File: config.mk
export PLATFORM = sky130hd
export DESIGN_NAME = nods_front
export DESIGN_NICKNAME = d
export VERILOG_FILES = /design/src/hdl/nth_order_difference_stream_defines.svh /design/src/hdl/nods_pkg.sv /design/src/hdl/nods_front.sv
export SDC_FILE = /design/constraint.sdc
export NUM_CORES = 1
export LEC_CHECK = 0
export CORE_MARGIN = 3
export CORE_UTILIZATION = 35
export CTS_CLUSTER_DIAMETER = 100
export DETAILED_ROUTE_END_ITERATION = 12
export DONT_BUFFER_PORTS = 1
export PLACE_DENSITY = 0.6
export SLEW_MARGIN = 20
export SYNTH_ARGS = -nofsm -noshare
export SYNTH_HDL_FRONTEND = slang
export SYNTH_SLANG_ARGS = --single-unit
File: constraint.sdc
create_clock -name clk -period 7.7 [get_ports clk]
set_input_delay 1.155 -clock clk [delete_from_list [all_inputs] [get_ports clk]]
set_output_delay 1.155 -clock clk [all_outputs]
set_load 0.005 [all_outputs]
File: src/hdl/nth_order_difference_stream_defines.svh
// Assertion macros shared by the difference stream RTL.
`ifndef NTH_ORDER_DIFFERENCE_STREAM_DEFINES_SVH
`define NTH_ORDER_DIFFERENCE_STREAM_DEFINES_SVH

// Check that cond holds at every clock edge out of reset.
`define NODS_ASSERT_ALWAYS(lbl, clk, rst_n, cond, msg) \
	lbl: assert property (@(posedge clk) disable iff (!(rst_n)) (cond)) else $error(msg);

// Check that trig implies cond in the same cycle.
`define NODS_ASSERT_IMPLY(lbl, clk, rst_n, trig, cond, msg) \
	lbl: assert property (@(posedge clk) disable iff (!(rst_n)) (trig) |-> (cond)) \
		else $error(msg);

`endif

File: src/hdl/nods_pkg.sv
// Types and constants of the n-th order difference stream.
`default_nettype none
package nods_pkg;

	localparam int MAX_ORDER  = 8;
	localparam int INNER_MAX  = 256;
	localparam int SAMPLE_W   = 32;
	localparam int DIFF_W     = 41;
	localparam int ORDER_W    = 4;
	localparam int LEN_W      = 16;
	localparam int STRIDE_W   = 9;
	localparam int ADDR_W     = $clog2(INNER_MAX);
	localparam int LVL_W      = $clog2(MAX_ORDER + 1);
	localparam int FIFO_DEPTH = 32;
	localparam int FIFO_AW    = $clog2(FIFO_DEPTH);
	localparam int CNT_W      = $clog2(FIFO_DEPTH + 1);
	localparam int CFG_IDX_W  = 2;
	localparam int CFG_W      = 16;
	localparam int OUT_TDATA_W = ((DIFF_W + 7) / 8) * 8;

	typedef enum logic [CFG_IDX_W-1:0] {
		REG_DIFF_ORDER   = 2'd0,
		REG_LINE_LENGTH  = 2'd1,
		REG_INNER_STRIDE = 2'd2
	} nods_reg_t;

	// Control that travels with each word down the cell chain.
	typedef struct packed {
		logic              valid;
		logic              emit;  // word yields a result
		logic              last;  // final result of an outer block
		logic [LVL_W-1:0]  lvl;   // min(axis position, order)
		logic [ADDR_W-1:0] addr;  // inner position
	} nods_ctl_t;

endpackage
`default_nettype wire

File: src/hdl/nods_front.sv
// Entry stage: position counters, clamping of the registers, word tagging.
`default_nettype none
module nods_front (
	input  wire logic                                clk,
	input  wire logic                                arst_n,
	input  wire logic [nods_pkg::ORDER_W-1:0]        diff_order,
	input  wire logic [nods_pkg::LEN_W-1:0]          line_length,
	input  wire logic [nods_pkg::STRIDE_W-1:0]       inner_stride,
	input  wire logic signed [nods_pkg::SAMPLE_W-1:0] sample,
	input  wire logic                                restart,
	input  wire logic                                accept,
	output logic                                     emit_now,
	output nods_pkg::nods_ctl_t                      ctl_s1,
	output logic signed [nods_pkg::DIFF_W-1:0]       v_s1
);

	logic [nods_pkg::ADDR_W-1:0]   inner_q;
	logic [nods_pkg::LEN_W-1:0]    axis_q;
	logic [nods_pkg::LVL_W-1:0]    ord;
	logic [nods_pkg::LEN_W-1:0]    len;
	logic [nods_pkg::STRIDE_W-1:0] str;
	logic [nods_pkg::ADDR_W-1:0]   a_base, a;
	logic [nods_pkg::LEN_W-1:0]    i_base, i;
	logic [nods_pkg::STRIDE_W-1:0] a_inc;
	logic [nods_pkg::LEN_W:0]      i_inc;
	logic                          last;
	logic [nods_pkg::LVL_W-1:0]    lvl;

	always_comb begin
		if (diff_order == '0) begin
			ord = nods_pkg::LVL_W'(1);
		end else if (diff_order > nods_pkg::ORDER_W'(nods_pkg::MAX_ORDER)) begin
			ord = nods_pkg::LVL_W'(nods_pkg::MAX_ORDER);
		end else begin
			ord = nods_pkg::LVL_W'(diff_order);
		end
		len = (line_length == '0) ? nods_pkg::LEN_W'(1) : line_length;
		if (inner_stride == '0) begin
			str = nods_pkg::STRIDE_W'(1);
		end else if (inner_stride > nods_pkg::STRIDE_W'(nods_pkg::INNER_MAX)) begin
			str = nods_pkg::STRIDE_W'(nods_pkg::INNER_MAX);
		end else begin
			str = inner_stride;
		end

		// restart rewinds; a counter past its bound after a register change reads as 0
		a_base = restart ? '0 : inner_q;
		i_base = restart ? '0 : axis_q;
		a = (nods_pkg::STRIDE_W'(a_base) >= str) ? '0 : a_base;
		i = (i_base >= len) ? '0 : i_base;

		a_inc = nods_pkg::STRIDE_W'(a) + nods_pkg::STRIDE_W'(1);
		i_inc = (nods_pkg::LEN_W + 1)'(i) + (nods_pkg::LEN_W + 1)'(1);

		emit_now = (i >= nods_pkg::LEN_W'(ord));
		lvl = emit_now ? ord : nods_pkg::LVL_W'(i);
		last = (i == len - nods_pkg::LEN_W'(1)) &&
			(nods_pkg::STRIDE_W'(a) == str - nods_pkg::STRIDE_W'(1));
	end

	always_ff @(posedge clk or negedge arst_n) begin
		if (!arst_n) begin
			inner_q <= '0;
			axis_q  <= '0;
			ctl_s1  <= '0;
		end else begin
			ctl_s1.valid <= accept;
			if (accept) begin
				ctl_s1.emit <= emit_now;
				ctl_s1.last <= last;
				ctl_s1.lvl  <= lvl;
				ctl_s1.addr <= a;
				if (a_inc >= str) begin
					inner_q <= '0;
					axis_q  <= (i_inc >= (nods_pkg::LEN_W + 1)'(len)) ?
						'0 : nods_pkg::LEN_W'(i_inc);
				end else begin
					inner_q <= nods_pkg::ADDR_W'(a_inc);
					axis_q  <= i;
				end
			end
		end
	end

	always_ff @(posedge clk) begin
		if (accept) begin
			v_s1 <= nods_pkg::DIFF_W'(sample);
		end
	end

endmodule
`default_nettype wire

==> results.toml, run 1 <==
[place]
dp_hpwl_um = 11800
place_inst = 798
post-place-ws_ps = 534
port_buffers = 0
place.gp.congestion = 0.955
placed_area_um2 = 5710

[logic_synthesis]
synth_compound_area_share_pct = 17.6
synth_top_cell_area_share_pct = 17.5
synth_ff_type = "dfrtp_1"
async_flop_share_pct = 54.9
synth-xor-area-share_pct = 6.74
syn-num-nets = 736
synthCells = 614
synth_adder_area_share_pct = 12.8
synth-edff-count = 32
yosysSeqAreaShare_pct = 34.8
ys_warn_count = 0
ys_types = 73
ys_seq_elements = 71
synth_top_family_by_area = "simple AND/OR/NAND/NOR gates"
synth.area.mux_share_pct = 1.35
syn_area_um2 = 5570
synth.area.top_cells = "dfrtp_1, edfxtp_1, ha_1, xnor2_1, nor2_1"
synth-simple-area-share_pct = 21.0
synth_area_per_cell_um2 = 9.08
synth_top_cell_by_area = "dfrtp_1"

[timing]
final.setup.worst_slack_ps = 783
rsz0062_at_grt = "no"
min_period_over_period_pct = 89.8
skew_ps = 9.33
fmax_mhz = 145
hold_slack_ps = 489
worstMarginPinSlew_ps = 672
slew_viol_final = 0
setup_viol = 0
hold_viol = 0
setup_tns_ps = 0
relSlewSlack_pct = 54.1
min_period_ps = 6920

[final_layout]
synthToLayoutAreaGrowth_pct = 8.33
most-common-layout-cells = "ha_1, nor2_1, nand2_1"
layout_commonest_cell = "ha_1"
multi_input_area_um2 = 3320
finalInstanceArea_um2 = 6040
regArea_um2 = 1940
utilization_pct = 39.3
fin_nets = 720
fillers = 1533
drive_above_1_share_pct = 8.29
layout.cells.non_filler = 814
diodes = 0

[global_routing]
grt_use_total_pct = 17.1
grt_overflow_total = 0
grt_pass1_wl_um = 24400
grt_pass1_vias = 4465
antenna_found_initial = 0
grt_max_degree = 73

[hold_path]
hold_path_end = "inner_q[1]$_DFFE_PN0P_"
min_path_cells = 1
min_from = "inner_q[1]$_DFFE_PN0P_"
hold_class = "flop to flop"

[clocking]
cts_buffer_depth = 2
cts-root-buf = "clkbuf_16"
cts_buffers = 9
cts_htree_levels = 3
clkTransAtPathRegs_ps = 60
ctsResizeCount = 0
cts_tree = "done"
cts_hold_buf = 0
clock_latency_ps = 340
cts_sinks = 71
post-cts-setup-buffer-count = 0

[job]
cap_viol_max_count = 0

[setup_path]
slowest_delay_ps = 600
cp_slowest_cell = "or4_1"
worstReg2RegEnd = "axis_q[11]$_DFFE_PN0P_"
cp-end-kind = "flop"
ff2ff_path_depth = 25
crit_type = "primary input to flop"
arrival_ps = 7190
timing.rr.start = "axis_q[11]$_DFFE_PN0P_"
required_ps = 7970
start_kind = "primary input"
worstPathMaxFanout = 12
reg2reg_slack_ps = 1670

[floorplan]
initial_core_util_pct = 36.3
die-area_um2 = 17500
die_h_um = 132
num_rows = 45
coreArea_um2 = 15400
ioPinCount = 122
die_w_um = 132

[route]
dr.pass1.iters = 5
drc = 0
routed_wl_um = 15200
initialDrtViolationCount = 415
vias = 4675
post_drt_via_cell_ratio = 5.74
wl_per_cell_um = 18.7
drtAntennaViolNets = 0

[power]
total_power_mw = 1.05
power.density_nw_per_um2 = 175
peakVddDrop_v = 0.000119
p_leak_nw = 2.55

[outcome]
status = "finished, final reports clean"
## worst max-delay path by stage
stage / start / to / slack [ps] / depth (start not counted)
2_1_floorplan: line_length[9] / axis_q[13]$_DFFE_PN0P_ / 1110 / 28
3_3_place_gp: inner_stride[5] / axis_q[5]$_DFFE_PN0P_ / 830 / 22
3_5_place_dp: line_length[9] / axis_q[11]$_DFFE_PN0P_ / 530 / 28
4_1_cts: line_length[9] / axis_q[11]$_DFFE_PN0P_ / 880 / 28
5_1_grt: line_length[9] / axis_q[15]$_DFFE_PN0P_ / 320 / 28
6_report: line_length[9] / axis_q[11]$_DFFE_PN0P_ / 780 / 28
## cell type report
type,count,share of cell area [%]
tap,211,4.37
sequential,71,32.1
multi-input combinational,470,55.0
clock inverter,7,1.72
inverter,42,2.61
timing repair buffer,4,0.497
clock buffer,9,3.73
## critical path, delay by kind of cell
family / cells / cell delay [ps]
AOI/OAI and AO/OA: 9 / 1370
adders and majority gates: 3 / 760
buffers and inverters: 3 / 400
and+or+nand+nor: 13 / 3520
## Yosys cell counts, drive strengths merged, types with 7 or more instances
cell type / number
nor2b: 19
nor2: 57
nand2: 44
nand3: 22
nand4: 14
dfrtp: 39
a22o: 9
a31oi: 14
ha: 57
xnor2: 27
o21a: 9
o21ai: 33
and3: 12
clkbuf: 18
nor3: 10
nor4: 8
xor2: 15
nand2b: 11
a21oi: 27
buf: 13
a21o: 7
inv: 41
edfxtp: 32
## report_power, final
part / leakage, nW / total (mW) / internal, mW / switching [mW]
Sequential: 0.831 / 0.445 / 0.425 / 0.0203
Combinational: 1.57 / 0.150 / 0.0617 / 0.0879
Clock: 0.154 / 0.460 / 0.288 / 0.172
## logic make-up after synthesis
family,count (synthesis)
simple gates,222
fa+ha+maj,57
flops,71
mux,7
compound gates,142
xor+xnor,42
buf+inv,73
## registers in the layout, indices dropped and copies added, names as in the netlist
signal	cells
v_s1	32
axis_q	16
ctl_s1	15
inner_q	8
## routing by layer
| layer | global-route usage, % | part of all wire, % |
|---|---|---|
| met1 | 22.9 | 44 |
| met2 | 28.2 | 48 |
| met5 | 0 | 0 |
| met3 | 3.36 | 6.3 |
| met4 | 5.08 | 1.8 |
(Power assumes the default switching activity.)
==> run 2: changes to the inputs <==
CELL_PAD_IN_SITES_DETAIL_PLACEMENT = 1   (was not set)
CELL_PAD_IN_SITES_GLOBAL_PLACEMENT = 1   (was not set)
PLACE_DENSITY = 0.72   (was 0.6)
==> run 2 against run 1 <==
Cell area decreased by 0.39%. Sequential cell count unchanged. Critical path type unchanged. Routed wire length increased by 12%. Sequential share of layout area increased by 0.13 points. Largest power group is now registers.
==> results.toml, run 2 (synthesis gave the netlist of run 1 again) <==
[outcome]
status = "finished, final reports clean"

[final_layout]
drive_above_1_share_pct = 8.28
largest_reg_flops = 32
layout.cells.non_filler = 815
synthToLayoutAreaGrowth_pct = 7.90
multi_input_area_um2 = 3320
most-common-layout-cells = "ha_1, nor2_1, nand2_1"
finalInstanceArea_um2 = 6010
fin_nets = 721
utilization_pct = 39.1
largest-register = "v_s1"
largestRegisters = "v_s1 (32), axis_q (16), ctl_s1 (15)"
fillers = 1791
diodes = 0
layout_commonest_cell = "ha_1"
regArea_um2 = 1940

[power]
p_leak_nw = 2.55
total_power_mw = 1.02
power.density_nw_per_um2 = 170
peakVddDrop_v = 0.0000839

[timing]
rsz0062_at_grt = "no"
fmax_mhz = 141
hold_slack_ps = 487
worstMarginPinSlew_ps = 654
min_period_over_period_pct = 92.4
hold_viol = 0
skew_ps = 11.9
setup_viol = 0
setup_tns_ps = 0
slew_viol_final = 0
final.setup.worst_slack_ps = 586
relSlewSlack_pct = 56.0
min_period_ps = 7110

[setup_path]
ff2ff_path_depth = 25
start_kind = "primary input"
cp-end-kind = "flop"
worstPathMaxFanout = 12
crit_type = "primary input to flop"
required_ps = 7940
arrival_ps = 7360

[place]
place.gp.congestion = 0.892
place_inst = 799
post-place-ws_ps = 393
dp_hpwl_um = 13400
port_buffers = 0
placed_area_um2 = 5720

[global_routing]
grt_overflow_total = 0
grt_use_total_pct = 19.2
grt_max_degree = 73
antenna_found_initial = 0
grt_pass1_vias = 5013
grt_pass1_wl_um = 27200

[clocking]
clkTransAtPathRegs_ps = 50
cts_htree_levels = 3
cts_hold_buf = 0
ctsResizeCount = 0
post-cts-setup-buffer-count = 0
cts_buffer_depth = 2
cts_buffers = 9
cts_tree = "done"
cts_sinks = 71
cts-root-buf = "clkbuf_16"
clock_latency_ps = 330

[floorplan]
ioPinCount = 122
initial_core_util_pct = 36.3
die-area_um2 = 17500
die_h_um = 132
coreArea_um2 = 15400
die_w_um = 132
num_rows = 45

[route]
routed_wl_um = 17100
dr.pass1.iters = 4
initialDrtViolationCount = 340
vias = 4702
wl_per_cell_um = 20.9
post_drt_via_cell_ratio = 5.77
drc = 0
drtAntennaViolNets = 0

[hold_path]
hold_class = "flop to flop"
min_path_cells = 1

[job]
cap_viol_max_count = 0
==> run 2: cell types whose count changed in the layout (fill, tap and decap cells not counted), sizes merged <==
cell / before / now
clkinv: 2 / 4
buf: 4 / 5
bufinv: 2 / 1
clkbuf: 9 / 10
clkinvlp: 2 / 1
inv: 43 / 42
==> run 2: routing by layer <==
metal,track usage [%],vias to the layer above,routed length [um]
met5,0,-,0
met4,5.77,0,350
met3,3.13,27,782
met2,33.4,118,8580
met1,24.6,2350,7350
li1,-,2207,-
==> run 2: layout make-up <==
cell class / count / area share, %
Clock buffer: 10 / 3.81
Clock inverter: 6 / 1.14
Inverter: 42 / 2.62
Multi-Input combinational cell: 470 / 55.2
Sequential cell: 71 / 32.2
Tap cell: 211 / 4.39
Timing Repair Buffer: 5 / 0.624
==> run 2: final timing paths <==
check                                            start                endpoint  slack [ps]
worst max-delay path                    line_length[9]  axis_q[15]$_DFFE_PN0P_         590
worst min-delay path            inner_q[1]$_DFFE_PN0P_  inner_q[1]$_DFFE_PN0P_         490
worst max register to register   axis_q[9]$_DFFE_PN0P_  axis_q[15]$_DFFE_PN0P_        1460
worst min register to register  inner_q[1]$_DFFE_PN0P_  inner_q[1]$_DFFE_PN0P_         490
max in group asynchronous                       arst_n   ctl_s1[6]$_DFFE_PN0P_        7070
min in group asynchronous                       arst_n   axis_q[4]$_DFFE_PN0P_         520
==> run 2: worst max-delay path, stage by stage <==
cell	delay, ps
or4_1	590
nor2_2	240
and3_1	280
a21oi_1	120
inv_1	100
ha_1	230
nand2b_1	140
a31oi_1	160
o21a_1	190
o21ai_2	170
nor2_1	250
nand2_1	110
inv_1	130
ha_1	220
and4_1	290
and3_1	230
nand3_1	100
or3_1	350
a21oi_1	250
ha_1	310
o21a_1	120
o21ai_0	250
a31oi_1	90
nor4_1	290
buf_4	180
and4_1	470
a22oi_1	170
o2bb2ai_1	160
==> run 2: power by group <==
group	switching, mW	internal (mW)	leakage (nW)
Clock	0.168	0.253	0.143
Sequential	0.0219	0.425	0.831
Combinational	0.0909	0.0628	1.57
Total	0.280	0.740	2.55
==> run 3: changes to the inputs <==
CORE_UTILIZATION = 53   (was 35)
PLACE_DENSITY = 0.95   (was 0.72)
SKIP_LAST_GASP = 1   (was not set)
==> run 3 against run 2 <==
Combinational power increased by 3%. Global-route usage is 12 points higher. Critical path depth down 1. First-iteration DRC count up 37%. Critical endpoint unchanged. Via count rose by 4.9%. Die area down 33%.
==> results.toml, run 3 (synthesis gave the netlist of run 1 again) <==
[timing]
rsz0062_at_grt = "no"
relSlewSlack_pct = 48.5
worstMarginPinSlew_ps = 769
setup_tns_ps = 0
slew_viol_final = 0
setup_viol = 0
hold_viol = 0
min_period_over_period_pct = 92.3
min_period_ps = 7110
fmax_mhz = 141
skew_ps = 22.1
final.setup.worst_slack_ps = 592

[final_layout]
utilization_pct = 58.4
fin_nets = 721
most-common-layout-cells = "ha_1, nor2_1, nand2_1"
largest-register = "v_s1"
layout_commonest_cell = "ha_1"
largestRegisters = "v_s1 (32), axis_q (16), ctl_s1 (15)"
drive_above_1_share_pct = 8.28
fillers = 1144
synthToLayoutAreaGrowth_pct = 4.76
largest_reg_flops = 32
diodes = 0
layout.cells.non_filler = 737

[power]
power.density_nw_per_um2 = 163
p_leak_nw = 2.51
total_power_uw = 952
peakVddDrop_v = 0.0000925

[clocking]
cts_tree = "done"
cts_sinks = 71
cts-root-buf = "clkbuf_8"
cts_buffer_depth = 2
cts_htree_levels = 3
ctsResizeCount = 0
cts_hold_buf = 0
post-cts-setup-buffer-count = 0
cts_buffers = 9
clock_latency_ps = 360
clkTransAtPathRegs_ps = 100

[route]
drtAntennaViolNets = 0
vias = 4934
dr.pass1.iters = 5
drc = 0
routed_wl_um = 18100
wl_per_cell_um = 24.5
post_drt_via_cell_ratio = 6.69
initialDrtViolationCount = 465

[floorplan]
coreArea_um2 = 10000
num_rows = 36
die-area_um2 = 11800
ioPinCount = 122
initial_core_util_pct = 55.7
die_w_um = 109
die_h_um = 109

[global_routing]
grt_pass1_wl_um = 27900
antenna_found_initial = 0
grt_pass1_vias = 5181
grt_overflow_total = 0
grt_use_total_pct = 30.8
grt_max_degree = 73

[place]
post-place-ws_ps = 380
place_inst = 721
dp_hpwl_um = 13800
port_buffers = 0
place.gp.congestion = 0.968

[setup_path]
worstPathMaxFanout = 12
arrival_ps = 7390
cp-end-kind = "flop"
start_kind = "primary input"
required_ps = 7990
crit_type = "primary input to flop"

[job]
cap_viol_max_count = 0

[hold_path]
hold_class = "primary input to asynchronous set/reset pin"

[outcome]
status = "finished, final reports clean"
==> run 3: cell count changes in the layout (fill, tap and decap cells not counted) <==
cell,before,now
bufinv_16,1,2
clkbuf_16,9,0
clkbuf_8,0,9
clkinv_2,1,0
clkinv_4,2,1
clkinvlp_4,1,2
==> run 3: final cells by class <==
type / instances / area (um2) / area share (%)
Multi-Input combinational cell: 470 / 3320 / 56.9
Sequential cell: 71 / 1940 / 33.2
Tap cell: 133 / 166 / 2.85
Inverter: 42 / 158 / 2.70
Clock buffer: 10 / 128 / 2.19
Clock inverter: 6 / 92.6 / 1.59
Timing Repair Buffer: 5 / 37.5 / 0.643
==> run 3: worst max-delay path: stages <==
cell and delay [ps]:
or4_1 600, nor2_2 250, and3_1 270, a21oi_1 110
inv_1 110, ha_1 230, nand2b_1 140, a31oi_1 180
o21a_1 190, o21ai_2 90, nand2b_1 290, inv_2 180
ha_1 240, and4_1 280, and3_1 220, nand3_1 100
or3_1 360, a21oi_1 240, ha_1 300, o21a_1 110
o21ai_0 240, a31oi_1 90, nor4_1 370, buf_4 210
and4_1 500, a22oi_1 180, o2bb2ai_1 140
==> run 3: worst paths after layout <==
path                                           to                    from  depth (start not counted)  slack, ps
max                        axis_q[15]$_DFFE_PN0P_          line_length[9]                         27        590
min                         ctl_s1[9]$_DFFE_PN0P_                  arst_n                          0        480
max reg2reg                axis_q[15]$_DFFE_PN0P_  axis_q[11]$_DFFE_PN0P_                         24       1330
min reg2reg                inner_q[1]$_DFFE_PN0P_  inner_q[1]$_DFFE_PN0P_                          1        520
max in group asynchronous  axis_q[10]$_DFFE_PN0P_                  arst_n                          0       7120
min in group clk           inner_q[1]$_DFFE_PN0P_  inner_q[1]$_DFFE_PN0P_                          1        520
==> run 3: per-layer routing <==
metal | GRT usage, % | vias to the layer above | share of wire (%)
met1 | 37.4 | 2468 | 39
met5 | 0 | - | 0
met2 | 54.1 | 203 | 51
met3 | 4.66 | 64 | 5.2
met4 | 13.6 | 0 | 4.1
li1 | - | 2199 | -
==> run 3: through the flow <==
stage / area (um2) / hold slack (ps)
floorplan: 5570 / 449
global placement: 5620 / 465
detailed placement: 5620 / 494
CTS: 5840 / 465
global route: 5840 / 460
finish: 5840 / 477
==> run 3: power breakdown <==
group	total, mW	switching [mW]	internal [mW]
clock network	0.345	0.161	0.184
registers	0.447	0.0228	0.424
logic	0.159	0.0970	0.0625
total	0.952	0.280	0.671
