**src/hdl/nth_order_difference_stream_defines.svh**
```systemverilog
// Assertion macros shared by the difference stream RTL.
`ifndef NTH_ORDER_DIFFERENCE_STREAM_DEFINES_SVH
`define NTH_ORDER_DIFFERENCE_STREAM_DEFINES_SVH

// Check that cond holds at every clock edge out of reset.
`define NODS_ASSERT_ALWAYS(lbl, clk, rst_n, cond, msg) \
	lbl: assert property (@(posedge clk) disable iff (!(rst_n)) (cond)) else $error(msg);

// Check that trig implies cond in the same cycle.
`define NODS_ASSERT_IMPLY(lbl, clk, rst_n, trig, cond, msg) \
	lbl: assert property (@(posedge clk) disable iff (!(rst_n)) (trig) |-> (cond)) \
		else $error(msg);

`endif

```
**src/hdl/nods_pkg.sv**
```systemverilog
// Types and constants of the n-th order difference stream.
`default_nettype none
package nods_pkg;

	localparam int MAX_ORDER  = 8;
	localparam int INNER_MAX  = 256;
	localparam int SAMPLE_W   = 32;
	localparam int DIFF_W     = 41;
	localparam int ORDER_W    = 4;
	localparam int LEN_W      = 16;
	localparam int STRIDE_W   = 9;
	localparam int ADDR_W     = $clog2(INNER_MAX);
	localparam int LVL_W      = $clog2(MAX_ORDER + 1);
	localparam int FIFO_DEPTH = 32;
	localparam int FIFO_AW    = $clog2(FIFO_DEPTH);
	localparam int CNT_W      = $clog2(FIFO_DEPTH + 1);
	localparam int CFG_IDX_W  = 2;
	localparam int CFG_W      = 16;
	localparam int OUT_TDATA_W = ((DIFF_W + 7) / 8) * 8;

	typedef enum logic [CFG_IDX_W-1:0] {
		REG_DIFF_ORDER   = 2'd0,
		REG_LINE_LENGTH  = 2'd1,
		REG_INNER_STRIDE = 2'd2
	} nods_reg_t;

	// Control that travels with each word down the cell chain.
	typedef struct packed {
		logic              valid;
		logic              emit;  // word yields a result
		logic              last;  // final result of an outer block
		logic [LVL_W-1:0]  lvl;   // min(axis position, order)
		logic [ADDR_W-1:0] addr;  // inner position
	} nods_ctl_t;

endpackage
`default_nettype wire

```
**src/hdl/nods_fifo.sv**
```systemverilog
// Result queue between the cell chain and the output port.
`default_nettype none
module nods_fifo (
	input  wire logic                               clk,
	input  wire logic                               arst_n,
	input  wire logic                               push,
	input  wire logic                               push_last,
	input  wire logic signed [nods_pkg::DIFF_W-1:0] push_diff,
	input  wire logic                               pop,
	output logic                                    out_valid,
	output logic                                    out_last,
	output logic signed [nods_pkg::DIFF_W-1:0]      out_diff,
	output logic [nods_pkg::CNT_W-1:0]              count
);

	logic [nods_pkg::DIFF_W:0]    entry_q [nods_pkg::FIFO_DEPTH];
	logic [nods_pkg::FIFO_AW-1:0] wr_ptr_q;
	logic [nods_pkg::FIFO_AW-1:0] rd_ptr_q;
	logic [nods_pkg::CNT_W-1:0]   count_q;
	logic                         do_pop;

	assign do_pop    = pop && (count_q != '0);
	assign out_valid = (count_q != '0);
	assign out_last  = entry_q[rd_ptr_q][nods_pkg::DIFF_W];
	assign out_diff  = entry_q[rd_ptr_q][nods_pkg::DIFF_W-1:0];
	assign count     = count_q;

	always_ff @(posedge clk) begin
		if (push) begin
			entry_q[wr_ptr_q] <= {push_last, push_diff};
		end
	end

	always_ff @(posedge clk or negedge arst_n) begin
		if (!arst_n) begin
			wr_ptr_q <= '0;
			rd_ptr_q <= '0;
			count_q  <= '0;
		end else begin
			if (push) begin
				wr_ptr_q <= wr_ptr_q + nods_pkg::FIFO_AW'(1);
			end
			if (do_pop) begin
				rd_ptr_q <= rd_ptr_q + nods_pkg::FIFO_AW'(1);
			end
			count_q <= count_q + nods_pkg::CNT_W'(push) - nods_pkg::CNT_W'(do_pop);
		end
	end

endmodule
`default_nettype wire

```
**config.mk**
```make
export PLATFORM = sky130hd
export DESIGN_NAME = nods_fifo
export DESIGN_NICKNAME = d
export VERILOG_FILES = /design/src/hdl/nth_order_difference_stream_defines.svh /design/src/hdl/nods_pkg.sv /design/src/hdl/nods_fifo.sv
export SDC_FILE = /design/constraint.sdc
export NUM_CORES = 1
export LEC_CHECK = 0
export BUFFER_PORTS_ARGS = -buffer_cell sky130_fd_sc_hd__buf_2
export CAP_MARGIN = 30
export CORE_ASPECT_RATIO = 1.4
export CORE_MARGIN = 10
export CORE_UTILIZATION = 40
export DETAILED_ROUTE_END_ITERATION = 12
export PLACE_DENSITY = 0.63
export SLEW_MARGIN = 20
export SYNTH_ARGS = -nofsm -noshare
export SYNTH_HDL_FRONTEND = slang
export SYNTH_SLANG_ARGS = --single-unit
```
**constraint.sdc**
```tcl
create_clock -name clk -period 9.1 [get_ports clk]
set_input_delay 0.455 -clock clk [delete_from_list [all_inputs] [get_ports clk]]
set_output_delay 0.455 -clock clk [all_outputs]
set_load 0.05 [all_outputs]
```
==> impl_summary.md, run 1 <==
Detailed routing
For this run, design rule violations remaining after detail routing come to 0. The first-pass iteration count of the detailed router is 5. In this run the remaining antenna-violating nets after routing total 0. The number of DRC markers in iteration 0 is 2291.

The routed design has 128800 µm of wire. Using the TritonRoute via totals, the vias-per-cell ratio works out to 5.863. In the final routed layout, each cell accounts on average for 30.42 µm. The routed layout has approximately 25000 vias.

CTS
The number of clock buffers added by TritonCTS is 116. The clock passes through at most 3 buffers. The H-tree was split into 3 levels.

The CTS tree is done. The clock-pin transition on the worst setup and hold timing paths is roughly 0.07 ns. The count of clock tree sinks is 1360. Clock latency on the worst-skew pair, taken at its later pin, is 0.72 ns. The cell sitting at the root of the clock tree is a sky130_fd_sc_hd__clkbuf_16.

STA
The measured slew at the worst slew-check pin is between 1 and 1.5 ns. The minimum clock period is 5.170 ns. Between clock sinks in the finished design, the worst skew comes to roughly 0.016 ns. The relative slew slack is 0.3308.

The count of endpoints failing hold in the final timing report was 0. Derived from the worst setup path, the maximum achievable clock frequency is 193.4 MHz. Dividing the final minimum period by the clock period gives 0.5682. The total setup violations reported at the end of the flow is 0. The smallest hold slack is 0.1372 ns. For the final routed database, the setup TNS stands at 0 ns. The max-slew violation count is 0. Setup repair after global routing left no endpoint under its margin.

Power
The power consumption is 0.01795 W. The power per unit of standard cell area is 308.3 mW/mm². For this design the static power due to leakage is 18.38 nW. Across the VDD grid, the largest voltage drop is around 220 µV.

Job
The max-cap violation count is 0.

Synthesis
The share of the yosys chip area belonging to registers is 0.7878. The net count after synthesis is ~2400. The count of state elements after synthesis is 1360. The unique cell type count in the Yosys netlist is between 40 and 50.

The synthesis warning total is 0. The share of the synthesized area in the top cell type is 0.7801. The share of synthesized flip-flops with an asynchronous set or reset is 0.01176. Among all cell types in the netlist, the one instantiated most often is sky130_fd_sc_hd__edfxtp_1. The area of the mapped netlist is 0.05174 mm². Counting flops with a built-in enable in the synthesized netlist gives 1344. The main flop type after synthesis is sky130_fd_sc_hd__edfxtp_1.

A synthesized cell averages between 20 and 25 µm². Sorting the synthesized cells by how often they occur yields sky130_fd_sc_hd__edfxtp_1 (1344), sky130_fd_sc_hd__mux4_2 (252), sky130_fd_sc_hd__mux2i_1 (168). By area the synthesized netlist is led by sky130_fd_sc_hd__edfxtp_1 (78%), sky130_fd_sc_hd__mux4_2 (11%), sky130_fd_sc_hd__mux2i_1 (3.3%). The dominant cell type by area after synthesis is sky130_fd_sc_hd__edfxtp_1. The gate count after technology mapping is approximately 2300.

Die
The overall die height is approximately 450 µm. In this run the count of I/O pins placed on the die edge is 95. The region available for standard cell placement spans roughly 0.13 mm².

The overall die area is 0.1443 mm². The effective utilization at floorplan is 0.4016. In this run the core area contains ~160 standard-cell rows. The die is 324.0 µm wide.

Critical path
The most critical setup path has its startpoint at rd_ptr_q[1]$_DFFE_PN0P_. Data on the critical path is required at its endpoint by 8.65 ns. The register-to-register setup slack is 5.94 ns. The critical path ends at out_diff[29].

The type of element capturing the critical path is a primary output. The arrival time of the worst setup path is roughly 4.7 ns. The classification of the worst setup path is flop to primary output. The startpoint identified for the worst register-to-register timing path is wr_ptr_q[2]$_DFFE_PN0P_.

Along the worst path, the maximum fanout reaches 61. The worst register-to-register path has a depth of 3. The endpoint of the worst-slack reg-to-reg timing path is entry_q[15][0]$_DFFE_PP_. STA classifies the critical path startpoint as a flop.

Run status
The run finished with clean final reports.

Min path
The worst hold path belongs to the class input pin to flop. The hold path startpoint is push. The hold path depth is 2.

GRT
The wire length of the first global-routing pass is ~180000 µm. The number of antenna violations at the first check in global routing is 21. Entering global routing, the biggest net connects 108 pins. The total global routing track utilization is 0.1773. The overall overflow remaining after global route is 0. The via count of the first global-routing pass is 25718.

Placed design
After legalization and detailed placement, the total HPWL measured 67410 µm. The total of buffers placed on input and output ports is 94. The routability congestion estimate from global placement is 0.7640. In this run the cell area measured after placement is 0.05454 mm².

Cells and area
The share of final-layout standard cells stronger than drive strength 1 is 0.2418. After routing the design area is 0.05822 mm². Compared with the post-synthesis result, the final layout area differs by 12.52%.

The number of nets in the finished design is 2536.
[critical path, cell delays in order (launching register included)]
cell                       delay, ns
sky130_fd_sc_hd__dfrtp_4        1.07
sky130_fd_sc_hd__nand3_4        0.65
sky130_fd_sc_hd__buf_4          0.63
sky130_fd_sc_hd__o221ai_1       0.30
sky130_fd_sc_hd__a211oi_1       0.09
sky130_fd_sc_hd__a21oi_1        0.77
sky130_fd_sc_hd__buf_2          0.41
[layout make-up]
class                           instances  area [µm²]
Timing Repair Buffer                  169        1266
Fill cell                           10609       70610
Antenna cell                            7       17.52
Multi-Input combinational cell        813       10400
Inverter                               16       60.06
Sequential cell                      1360       40770
Clock buffer                          140        3014
Clock inverter                         70       613.1
Tap cell                             1659        2076
[layout by cell type (no fill, tap or decap), types with 2 or more instances in the layout]
master,n
sky130_fd_sc_hd__a211oi_1,83
sky130_fd_sc_hd__a21oi_1,44
sky130_fd_sc_hd__a22o_1,41
sky130_fd_sc_hd__a22oi_1,44
sky130_fd_sc_hd__buf_12,4
sky130_fd_sc_hd__buf_16,9
sky130_fd_sc_hd__buf_2,94
sky130_fd_sc_hd__buf_4,61
sky130_fd_sc_hd__bufinv_16,8
sky130_fd_sc_hd__clkbuf_1,23
sky130_fd_sc_hd__clkbuf_16,117
sky130_fd_sc_hd__clkinv_1,27
sky130_fd_sc_hd__clkinv_2,24
sky130_fd_sc_hd__clkinv_8,5
sky130_fd_sc_hd__clkinvlp_4,3
sky130_fd_sc_hd__dfrtp_1,13
sky130_fd_sc_hd__dfrtp_4,3
sky130_fd_sc_hd__diode_2,7
sky130_fd_sc_hd__edfxtp_1,1344
sky130_fd_sc_hd__ha_1,13
sky130_fd_sc_hd__inv_1,16
sky130_fd_sc_hd__inv_6,2
sky130_fd_sc_hd__mux2i_1,168
sky130_fd_sc_hd__mux4_2,252
sky130_fd_sc_hd__nand2_1,11
sky130_fd_sc_hd__nand3_1,3
sky130_fd_sc_hd__nand3b_1,2
sky130_fd_sc_hd__nand4_1,3
sky130_fd_sc_hd__nor2_1,3
sky130_fd_sc_hd__nor2_4,22
sky130_fd_sc_hd__nor2b_4,2
sky130_fd_sc_hd__nor3_2,11
sky130_fd_sc_hd__o21ai_0,4
sky130_fd_sc_hd__o221ai_1,42
sky130_fd_sc_hd__o22ai_1,42
sky130_fd_sc_hd__xnor2_1,5
sky130_fd_sc_hd__xor2_1,4
[sequential cells by signal, indices dropped and copies added, names as in the netlist]
signal,cells
count,6
entry_q,1344
rd_ptr_q,5
wr_ptr_q,5
[logic make-up after synthesis]
family / after synthesis / synth area share
AND/OR/NAND/NOR: 64 / 0.005804
buffers and inverters: 152 / 0.01596
adder cells (fa/ha/maj): 14 / 0.003531
AO/OA/AOI/OAI: 305 / 0.04297
multiplexers: 421 / 0.1424
flip-flops: 1360 / 0.7878
XOR/XNOR: 9 / 0.001523
[layer usage]
metal / part of all wire / track usage / vias up
met5: 0.00066 / 0 / -
met3: 0.061 / 0.02662 / 226
met2: 0.53 / 0.3137 / 964
met1: 0.38 / 0.2190 / 13392
li1: - / - / 10224
met4: 0.032 / 0.06228 / 16
[power by group]
group	switching, W	internal [W]
combinational	0.00359	0.00202
clock	0.00219	0.00259
sequential	0.000269	0.00729
total	0.00605	0.0119
[through the flow]
step	utilization	instances	worst slack (ns)
CTS	0.4516	4226	3.874
finish	0.4519	4234	3.930
floorplan	-	2325	4.612
detailed placement	0.4233	4015	4.675
global placement	0.4213	4005	4.653
global route	0.4519	4233	3.712
[what timing repair did]
item / CTS / global route
setup buffers: 0 / 0
endpoints found under the hold margin: 16 / 0
hold buffers: 1 / 0
resized for setup: 0 / 0
[worst min-delay path by stage]
stage / end / slack [ns]
2_1_floorplan: count[0]$_DFF_PN0_ / 0.16
5_1_grt: wr_ptr_q[1]$_DFFE_PN0P_ / 0.15
4_1_cts: wr_ptr_q[1]$_DFFE_PN0P_ / 0.1
3_5_place_dp: count[0]$_DFF_PN0_ / 0.44
6_report: wr_ptr_q[1]$_DFFE_PN0P_ / 0.14
3_3_place_gp: count[0]$_DFF_PN0_ / 0.44
Note: power is estimated with default switching activity, not from simulation.
==> run 2: changes to the inputs <==
==> constraint.sdc (replaced) <==
create_clock -name clk -period 5.2 [get_ports clk]
set_input_delay 0.26 -clock clk [delete_from_list [all_inputs] [get_ports clk]]
set_output_delay 0.26 -clock clk [all_outputs]
set_load 0.05 [all_outputs]
==> impl_summary.md, run 2 (same netlist as run 1, synthesis figures left out) <==
Run status
The run finished with clean final reports.

Critical path
The critical-path maximum fanout is 57 (-6.6%). The number of cells traversed by the worst register-to-register path is 3 (unchanged). The endpoint identified for the worst register-to-register timing path is entry_q[31][24]$_DFFE_PP_. The endpoint required time on the critical path is 4.94 ns (-3.71 ns). The startpoint identified for the worst register-to-register timing path is wr_ptr_q[2]$_DFFE_PN0P_. The register-to-register setup slack is 2.04 ns (-3.90 ns). The worst setup path is captured at a primary output. The worst setup path is of the flop to primary output kind. The arrival time of the worst setup path is 3.87 ns (-0.85 ns). STA classifies the critical path startpoint as a flop.

Cells and area
The flip-flop and latch area is 0.04077 mm² (unchanged). The share of final-layout standard cells stronger than drive strength 1 is 0.2495 (+0.007704). The number of nets in the finished design is 2596 (+2.4%). The flip-flop count of the largest register, all copies and words added is 1344 (unchanged). In the layout the commonest cells are sky130_fd_sc_hd__edfxtp_1 (1344), sky130_fd_sc_hd__mux4_2 (252), sky130_fd_sc_hd__mux2i_1 (168), sky130_fd_sc_hd__clkbuf_16 (118), sky130_fd_sc_hd__buf_2 (94). The largest register by flop count is entry_q.

The leading cell type in the layout, fill and taps excluded is sky130_fd_sc_hd__edfxtp_1. The area of the multi-input gates is 0.01040 mm² (unchanged). The number of inserted filler cells in the final layout came to 10561 (-0.45%).

Relative to the synthesized area, the layout overhead comes to 14.08%.

CTS
The number of resized instances in the post-cts repair step was 0 (unchanged). TritonCTS built the clock tree. The count of clock tree sinks is 1360 (unchanged). The clock tree root driver cell is sky130_fd_sc_hd__clkbuf_16. The clock-pin transition on the worst setup and hold timing paths is 0.07 ns (about the same). The number of buffers inserted during clock tree synthesis was 117 (+0.86%). The number of levels the H-tree was split into is 3 (unchanged). The later-pin clock latency in the skew report is 0.75 ns (+0.03 ns). The maximum clock insertion buffer count is 3 (unchanged).

Power
The clock power share is 0.273 (+0.007). The switching power as a share of total power is 0.3343 (-0.002986). The power dissipated by switching net loads is 0.01069 W (+77%). The power consumption came to 0.03199 W (+78%). The power per unit of standard cell area came to 541.9 mW/mm² (+76%).

The share of power burned in combinational logic is 0.315 (+0.002). The standby leakage power is 18.76 nW (+2.1%). The share of power burned in registers came to 0.412 (-0.009). The internal power summed over all cells is 0.02129 W (+79%). The peak supply drop is 469.9 µV (+110%).

Die
The number of standard-cell rows in the floorplan is 156 (unchanged). The number of top-level pins is 95 (unchanged). The standard cell core area is 0.1288 mm² (unchanged). The x dimension of the die is 324.0 µm (unchanged). The effective utilization at floorplan is 0.4016 (unchanged). The overall die area was 0.1443 mm² (unchanged). The overall die height was 445.5 µm (unchanged).

STA
The final clock skew is 0.05421 ns (+0.03859 ns). The count of endpoints failing hold in the final timing report is 0 (unchanged). The measured slew at the worst slew-check pin was 1.038 ns (+0.03376 ns). Setup repair after global routing left no endpoint under its margin. The max-slew violation count is 0 (unchanged). The fraction of the cycle the final worst path needs is 0.7942. The smallest hold slack is 0.03302 ns (-0.1041 ns). The total setup violations reported at the end of the flow is 0 (unchanged). Derived from the worst setup path, the maximum achievable clock frequency is 242.1 MHz. The relative slew slack is 0.3083 (-0.02251). The clock period could shrink to 4.130 ns. The total negative setup slack was 0 ns (unchanged).

Job
The max-cap violation count is 0 (unchanged).

Placed design
The detailed-placement wirelength estimate is 69550 µm (+3.2%). The total of buffers placed on input and output ports is 94 (unchanged). The routability congestion estimate from global placement came to 0.7600 (-0.52%).

GRT
The via count of the first global-routing pass is 25900 (+0.71%). The overall overflow remaining after global route is 0 (unchanged). The pin count of the biggest net entering global routing was 115 (+6.5%).

The total global routing track utilization is 0.1738 (-0.003485). The number of antenna violations at the first check in global routing is 10 (-52%). The wire length of the first global-routing pass is 182300 µm (-1.3%).

Detailed routing
The first-pass iteration count of the detailed router is 5 (unchanged). The wire length per cell after detailed routing is 29.33 µm (-3.6%). The via density per instance is 5.762 (-1.7%).

The total DRC errors in the routed layout is 0 (unchanged). The post-detailed-routing wire length came to 126100 µm (-2.1%). The number of DRC markers in iteration 0 is 2379 (+3.8%).

The antenna violation net count after detailed routing was 0 (unchanged). The total number of vias came to 24767 (-0.22%).

Min path
The tightest min-delay check is of the input pin to async pin type.
==> run 2: changes by cell type in the layout (fill, tap and decap cells not counted), sizes merged <==
cell and change:
buf +24, bufinv +4, clkbuf +2, clkinv -4, clkinvlp +3, diode -5
dlygate4sd3 +35, inv +5
==> run 2: area by class of cell <==
cell class	instances	area share
Timing Repair Buffer	228	0.03192
Clock inverter	78	0.01312
Tap cell	1659	0.03517
Multi-Input combinational cell	813	0.1762
Antenna cell	2	0.00008479
Sequential cell	1360	0.6907
Inverter	16	0.001018
Clock buffer	142	0.05172
==> run 2: worst max path at each step <==
stage	start	to
after floorplan	wr_ptr_q[0]$_DFFE_PN0P_	entry_q[3][0]$_DFFE_PP_
final	rd_ptr_q[1]$_DFFE_PN0P_	out_diff[27]
after detailed placement	rd_ptr_q[1]$_DFFE_PN0P_	out_diff[27]
after CTS	rd_ptr_q[1]$_DFFE_PN0P_	out_diff[27]
after global routing	rd_ptr_q[1]$_DFFE_PN0P_	out_diff[7]
after global placement	rd_ptr_q[1]$_DFFE_PN0P_	out_diff[26]
==> run 2: power by group through the flow <==
stage / clock, W / sequential [W] / combinational, W
floorplan: 0 / 0.0132 / 0.00720
global placement: 0 / 0.0134 / 0.0100
detailed placement: 0 / 0.0134 / 0.0102
CTS: 0.00888 / 0.0132 / 0.0103
global route: 0.00932 / 0.0132 / 0.0107
finish: 0.00874 / 0.0132 / 0.0101
==> run 2: worst max-delay path, cell delays in order, from the launching register on <==
cell and delay [ns]:
sky130_fd_sc_hd__dfrtp_4 0.80, sky130_fd_sc_hd__nand3_4 0.50, sky130_fd_sc_hd__buf_12 0.42, sky130_fd_sc_hd__o22ai_1 0.22, sky130_fd_sc_hd__a211oi_1 0.09, sky130_fd_sc_hd__a21oi_1 0.69, sky130_fd_sc_hd__buf_2 0.40
==> run 2: layer usage <==
metal  global-route usage  vias up  share of wire  wire length, µm
li1                     -    10337              -                -
met1               0.2132    13313           0.38            47330
met2               0.3116      901           0.53            67410
met3              0.02630      206          0.062             7779
met4              0.05520       10          0.028             3468
met5                    0        -        0.00057               72
==> run 2: what timing repair did <==
| item | 4_1_cts | 5_1_grt |
|---|---|---|
| hold endpoints to repair | 863 | 0 |
| hold buffers | 36 | 0 |
| buffers inserted | 0 | 0 |
==> run 2: stage by stage <==
stage | setup WS [ns] | instances | utilization | instance area (µm²)
2_1_floorplan | 0.8785 | 2325 | - | 51740
3_3_place_gp | 1.492 | 4031 | 0.4240 | 54620
3_5_place_dp | 1.560 | 4039 | 0.4255 | 54810
4_1_cts | 0.7558 | 4295 | 0.4580 | 59000
5_1_grt | 0.9573 | 4298 | 0.4582 | 59020
6_report | 1.070 | 4298 | 0.4582 | 59020
==> run 3: changes to the inputs <==
--- a/config.mk
+++ b/config.mk
@@ -11,7 +11,7 @@
 export CORE_MARGIN = 10
 export CORE_UTILIZATION = 40
 export DETAILED_ROUTE_END_ITERATION = 12
-export PLACE_DENSITY = 0.63
+export PLACE_DENSITY = 0.65
 export SLEW_MARGIN = 20
 export SYNTH_ARGS = -nofsm -noshare
 export SYNTH_HDL_FRONTEND = slang
==> constraint.sdc (replaced) <==
create_clock -name clk -period 3.4 [get_ports clk]
set_input_delay 0.17 -clock clk [delete_from_list [all_inputs] [get_ports clk]]
set_output_delay 0.17 -clock clk [all_outputs]
set_load 0.05 [all_outputs]
==> impl_summary.md, run 3 (same netlist as run 1, synthesis figures left out) <==
CTS
The count of clock tree sinks was 1360 (unchanged). The number of buffers inserted during clock tree synthesis is 115 (-1.7%). The clock-pin transition on the worst setup and hold timing paths is 0.07 ns (about the same). Clock tree synthesis selected as its root buffer the cell sky130_fd_sc_hd__clkbuf_16. The later-pin clock latency in the skew report is 0.74 ns (about the same). The number of levels the H-tree was split into is 3 (unchanged). TritonCTS built the clock tree. The maximum clock insertion buffer count is 3 (unchanged).

Critical path
The endpoint required time on the critical path came to 3.23 ns (-1.71 ns). The critical-path maximum fanout is 8 (-86%). The worst setup path is captured at a primary output. The worst setup path is launched from a flop. By startpoint and endpoint, the worst setup path is classified as flop to primary output. The number of cells traversed by the worst register-to-register path is 14 (+11). The arrival time of the worst setup path is 3.18 ns (-0.69 ns).

Detailed routing
The via density per instance was 5.801 (+0.66%). The total number of vias is 25296 (+2.1%). The antenna violation net count after detailed routing is 0 (unchanged). The wire length per cell after detailed routing is 30.06 µm (+2.5%). The first-pass iteration count of the detailed router was 5 (unchanged). The total DRC errors in the routed layout is 0 (unchanged).

The post-detailed-routing wire length is 131100 µm (+4.0%). The number of DRC markers in iteration 0 is 2449 (+2.9%).

Die
The number of standard-cell rows in the floorplan came to 156 (unchanged). The number of top-level pins was 95 (unchanged). The overall die height is 445.5 µm (unchanged).

The overall die area was 0.1443 mm² (unchanged). The standard cell core area is 0.1288 mm² (unchanged). The x dimension of the die was 324.0 µm (unchanged).

The effective utilization at floorplan was 0.4016 (unchanged).

GRT
The wire length of the first global-routing pass is 188600 µm (+3.4%). The overall overflow remaining after global route is 0 (unchanged). The number of antenna violations at the first check in global routing was 3 (-7). The pin count of the biggest net entering global routing is 55 (-52%).

The via count of the first global-routing pass came to 26316 (+1.6%). The total global routing track utilization was 0.1801 (+0.006353).

Min path
Counting instances, the worst hold path has a depth of 3. The worst min-delay path class is input pin to flop.

Cells and area
The share of final-layout standard cells stronger than drive strength 1 is 0.2737 (+0.02418). The final cell count without fillers is 4361 (+1.5%). The number of nets in the finished design is 2667 (+2.7%). In the layout the commonest cells are sky130_fd_sc_hd__edfxtp_1 (1344), sky130_fd_sc_hd__mux4_2 (252), sky130_fd_sc_hd__mux2i_1 (168), sky130_fd_sc_hd__clkbuf_16 (119), sky130_fd_sc_hd__buf_4 (112).

The largest register by flop count is entry_q. The flip-flop count of the largest register, all copies and words added is 1344 (unchanged). The number of inserted filler cells in the final layout is 10416 (-1.4%). The leading cell type in the layout, fill and taps excluded is sky130_fd_sc_hd__edfxtp_1. Compared with the post-synthesis result, the final layout area differs by 16.29%. The design area is 0.06017 mm² (+1.9%).

Placed design
The number of cells in the design after placement is 4061 (+0.54%). The post-place setup slack is 0.4440 ns (-1.116 ns). The routability congestion estimate from global placement was 0.7799 (+2.6%). The cell area reported after detailed placement is 0.05523 mm² (+0.77%). The total of buffers placed on input and output ports is 94 (unchanged).

The detailed-placement wirelength estimate is 68920 µm (-0.91%).

Power
The standby leakage power is 19.31 nW (+2.9%). The power per unit of standard cell area is 837.5 mW/mm² (+55%). The peak supply drop came to 622.6 µV (+32%).

Run status
The flow ran to the end, and the final reports show no timing, DRC or antenna violations.

STA
The total setup violations reported at the end of the flow is 0 (unchanged). The measured slew at the worst slew-check pin is 0.9212 ns (-0.1164 ns). The count of endpoints failing hold in the final timing report is 0 (unchanged). The worst path setup slack after routing is 0.04952 ns (-1.021 ns). The relative slew slack is 0.3859 (+0.07761). The upper clock frequency limit is 298.5 MHz.

The fraction of the cycle the final worst path needs is 0.9854. The max-slew violation count came to 0 (unchanged). The final clock skew is 0.02728 ns (-0.02693 ns). The minimum clock period is 3.350 ns. Setup repair after global routing could not meet its margin everywhere.

Job
The max-cap violation count was 0 (unchanged).
-- run 3: cell types whose count changed in the layout (fill, tap and decap cells not counted), moves of 5 or more --
| cell | previous run | this run |
|---|---|---|
| sky130_fd_sc_hd__a211oi_2 | 0 | 13 |
| sky130_fd_sc_hd__buf_16 | 4 | 9 |
| sky130_fd_sc_hd__buf_6 | 0 | 5 |
| sky130_fd_sc_hd__buf_4 | 75 | 112 |
| sky130_fd_sc_hd__clkbuf_8 | 1 | 6 |
| sky130_fd_sc_hd__a211oi_1 | 83 | 69 |
| sky130_fd_sc_hd__clkinv_1 | 24 | 18 |
| sky130_fd_sc_hd__buf_2 | 94 | 83 |
| sky130_fd_sc_hd__dlygate4sd3_1 | 36 | 46 |
| sky130_fd_sc_hd__clkbuf_1 | 23 | 17 |
| sky130_fd_sc_hd__buf_12 | 19 | 36 |
-- run 3: timing repair --
| item | CTS | global route |
|---|---|---|
| hold buffers | 46 | 0 |
| gates resized for setup | 39 | 8 |
| hold endpoints to repair | 1366 | 0 |
| cloned | 4 | 2 |
| setup endpoints to repair | 39 | 33 |
| buffers inserted | 13 | 22 |
| pin swaps | 2 | 4 |
-- run 3: worst paths after layout --
check / slack [ns] / start / to
max in group asynchronous: 2.35 / arst_n / rd_ptr_q[1]$_DFFE_PN0P_
max: 0.05 / rd_ptr_q[0]$_DFFE_PN0P_ / out_diff[23]
min in group asynchronous: 0.54 / arst_n / count[3]$_DFF_PN0_
max reg2reg: 0.76 / count[3]$_DFF_PN0_ / count[4]$_DFF_PN0_
min: 0.38 / push / wr_ptr_q[0]$_DFFE_PN0P_
min reg2reg: 0.58 / wr_ptr_q[0]$_DFFE_PN0P_ / wr_ptr_q[0]$_DFFE_PN0P_
-- run 3: critical path, stage by stage (launching register included) --
cell                       delay [ns]
sky130_fd_sc_hd__dfrtp_4         0.45
sky130_fd_sc_hd__buf_4           0.21
sky130_fd_sc_hd__buf_12          0.18
sky130_fd_sc_hd__buf_8           0.16
sky130_fd_sc_hd__mux4_2          0.51
sky130_fd_sc_hd__a22o_1          0.25
sky130_fd_sc_hd__a211oi_1        0.23
sky130_fd_sc_hd__a21oi_1         0.07
sky130_fd_sc_hd__buf_4           0.17
sky130_fd_sc_hd__buf_2           0.21
-- run 3: per-layer routing --
layer | wire (µm) | vias up | track usage
met5 | 7 | - | 0
met4 | 3542 | 2 | 0.05579
met3 | 7528 | 178 | 0.02562
met2 | 72150 | 908 | 0.3296
met1 | 47880 | 13731 | 0.2167
li1 | - | 10477 | -
-- run 3: through the flow --
| step | power, W | TNS, ns | utilization | hold slack (ns) |
|---|---|---|---|---|
| after detailed placement | 0.03654 | 0 | 0.4288 | 0.1632 |
| after CTS | 0.05049 | -0.2590 | 0.4649 | 0.3445 |
| after global routing | 0.05222 | -0.1869 | 0.4670 | 0.3874 |
| after floorplan | 0.03123 | -235.17 | - | -0.1256 |
| after global placement | 0.03626 | 0 | 0.4288 | 0.1499 |
| final | 0.05039 | 0 | 0.4670 | 0.3843 |
-- run 3: power by group --
| part | internal [W] | leakage, nW | switching (W) |
|---|---|---|---|
| combinational | 0.00680 | 5.17 | 0.0103 |
| clock | 0.00734 | 1.85 | 0.00586 |
| sequential | 0.0195 | 12.3 | 0.000555 |
| total | 0.0336 | 19.3 | 0.0167 |
-- run 3: layout make-up --
class	count	area, µm²	share of cell area
Antenna cell	2	5.005	0.00008318
Tap cell	1659	2076	0.03450
Clock buffer	140	3074	0.05109
Inverter	16	60.06	0.0009982
Multi-Input combinational cell	813	10510	0.1746
Sequential cell	1360	40770	0.6776
Clock inverter	70	698.2	0.01160
Timing Repair Buffer	301	2974	0.04943
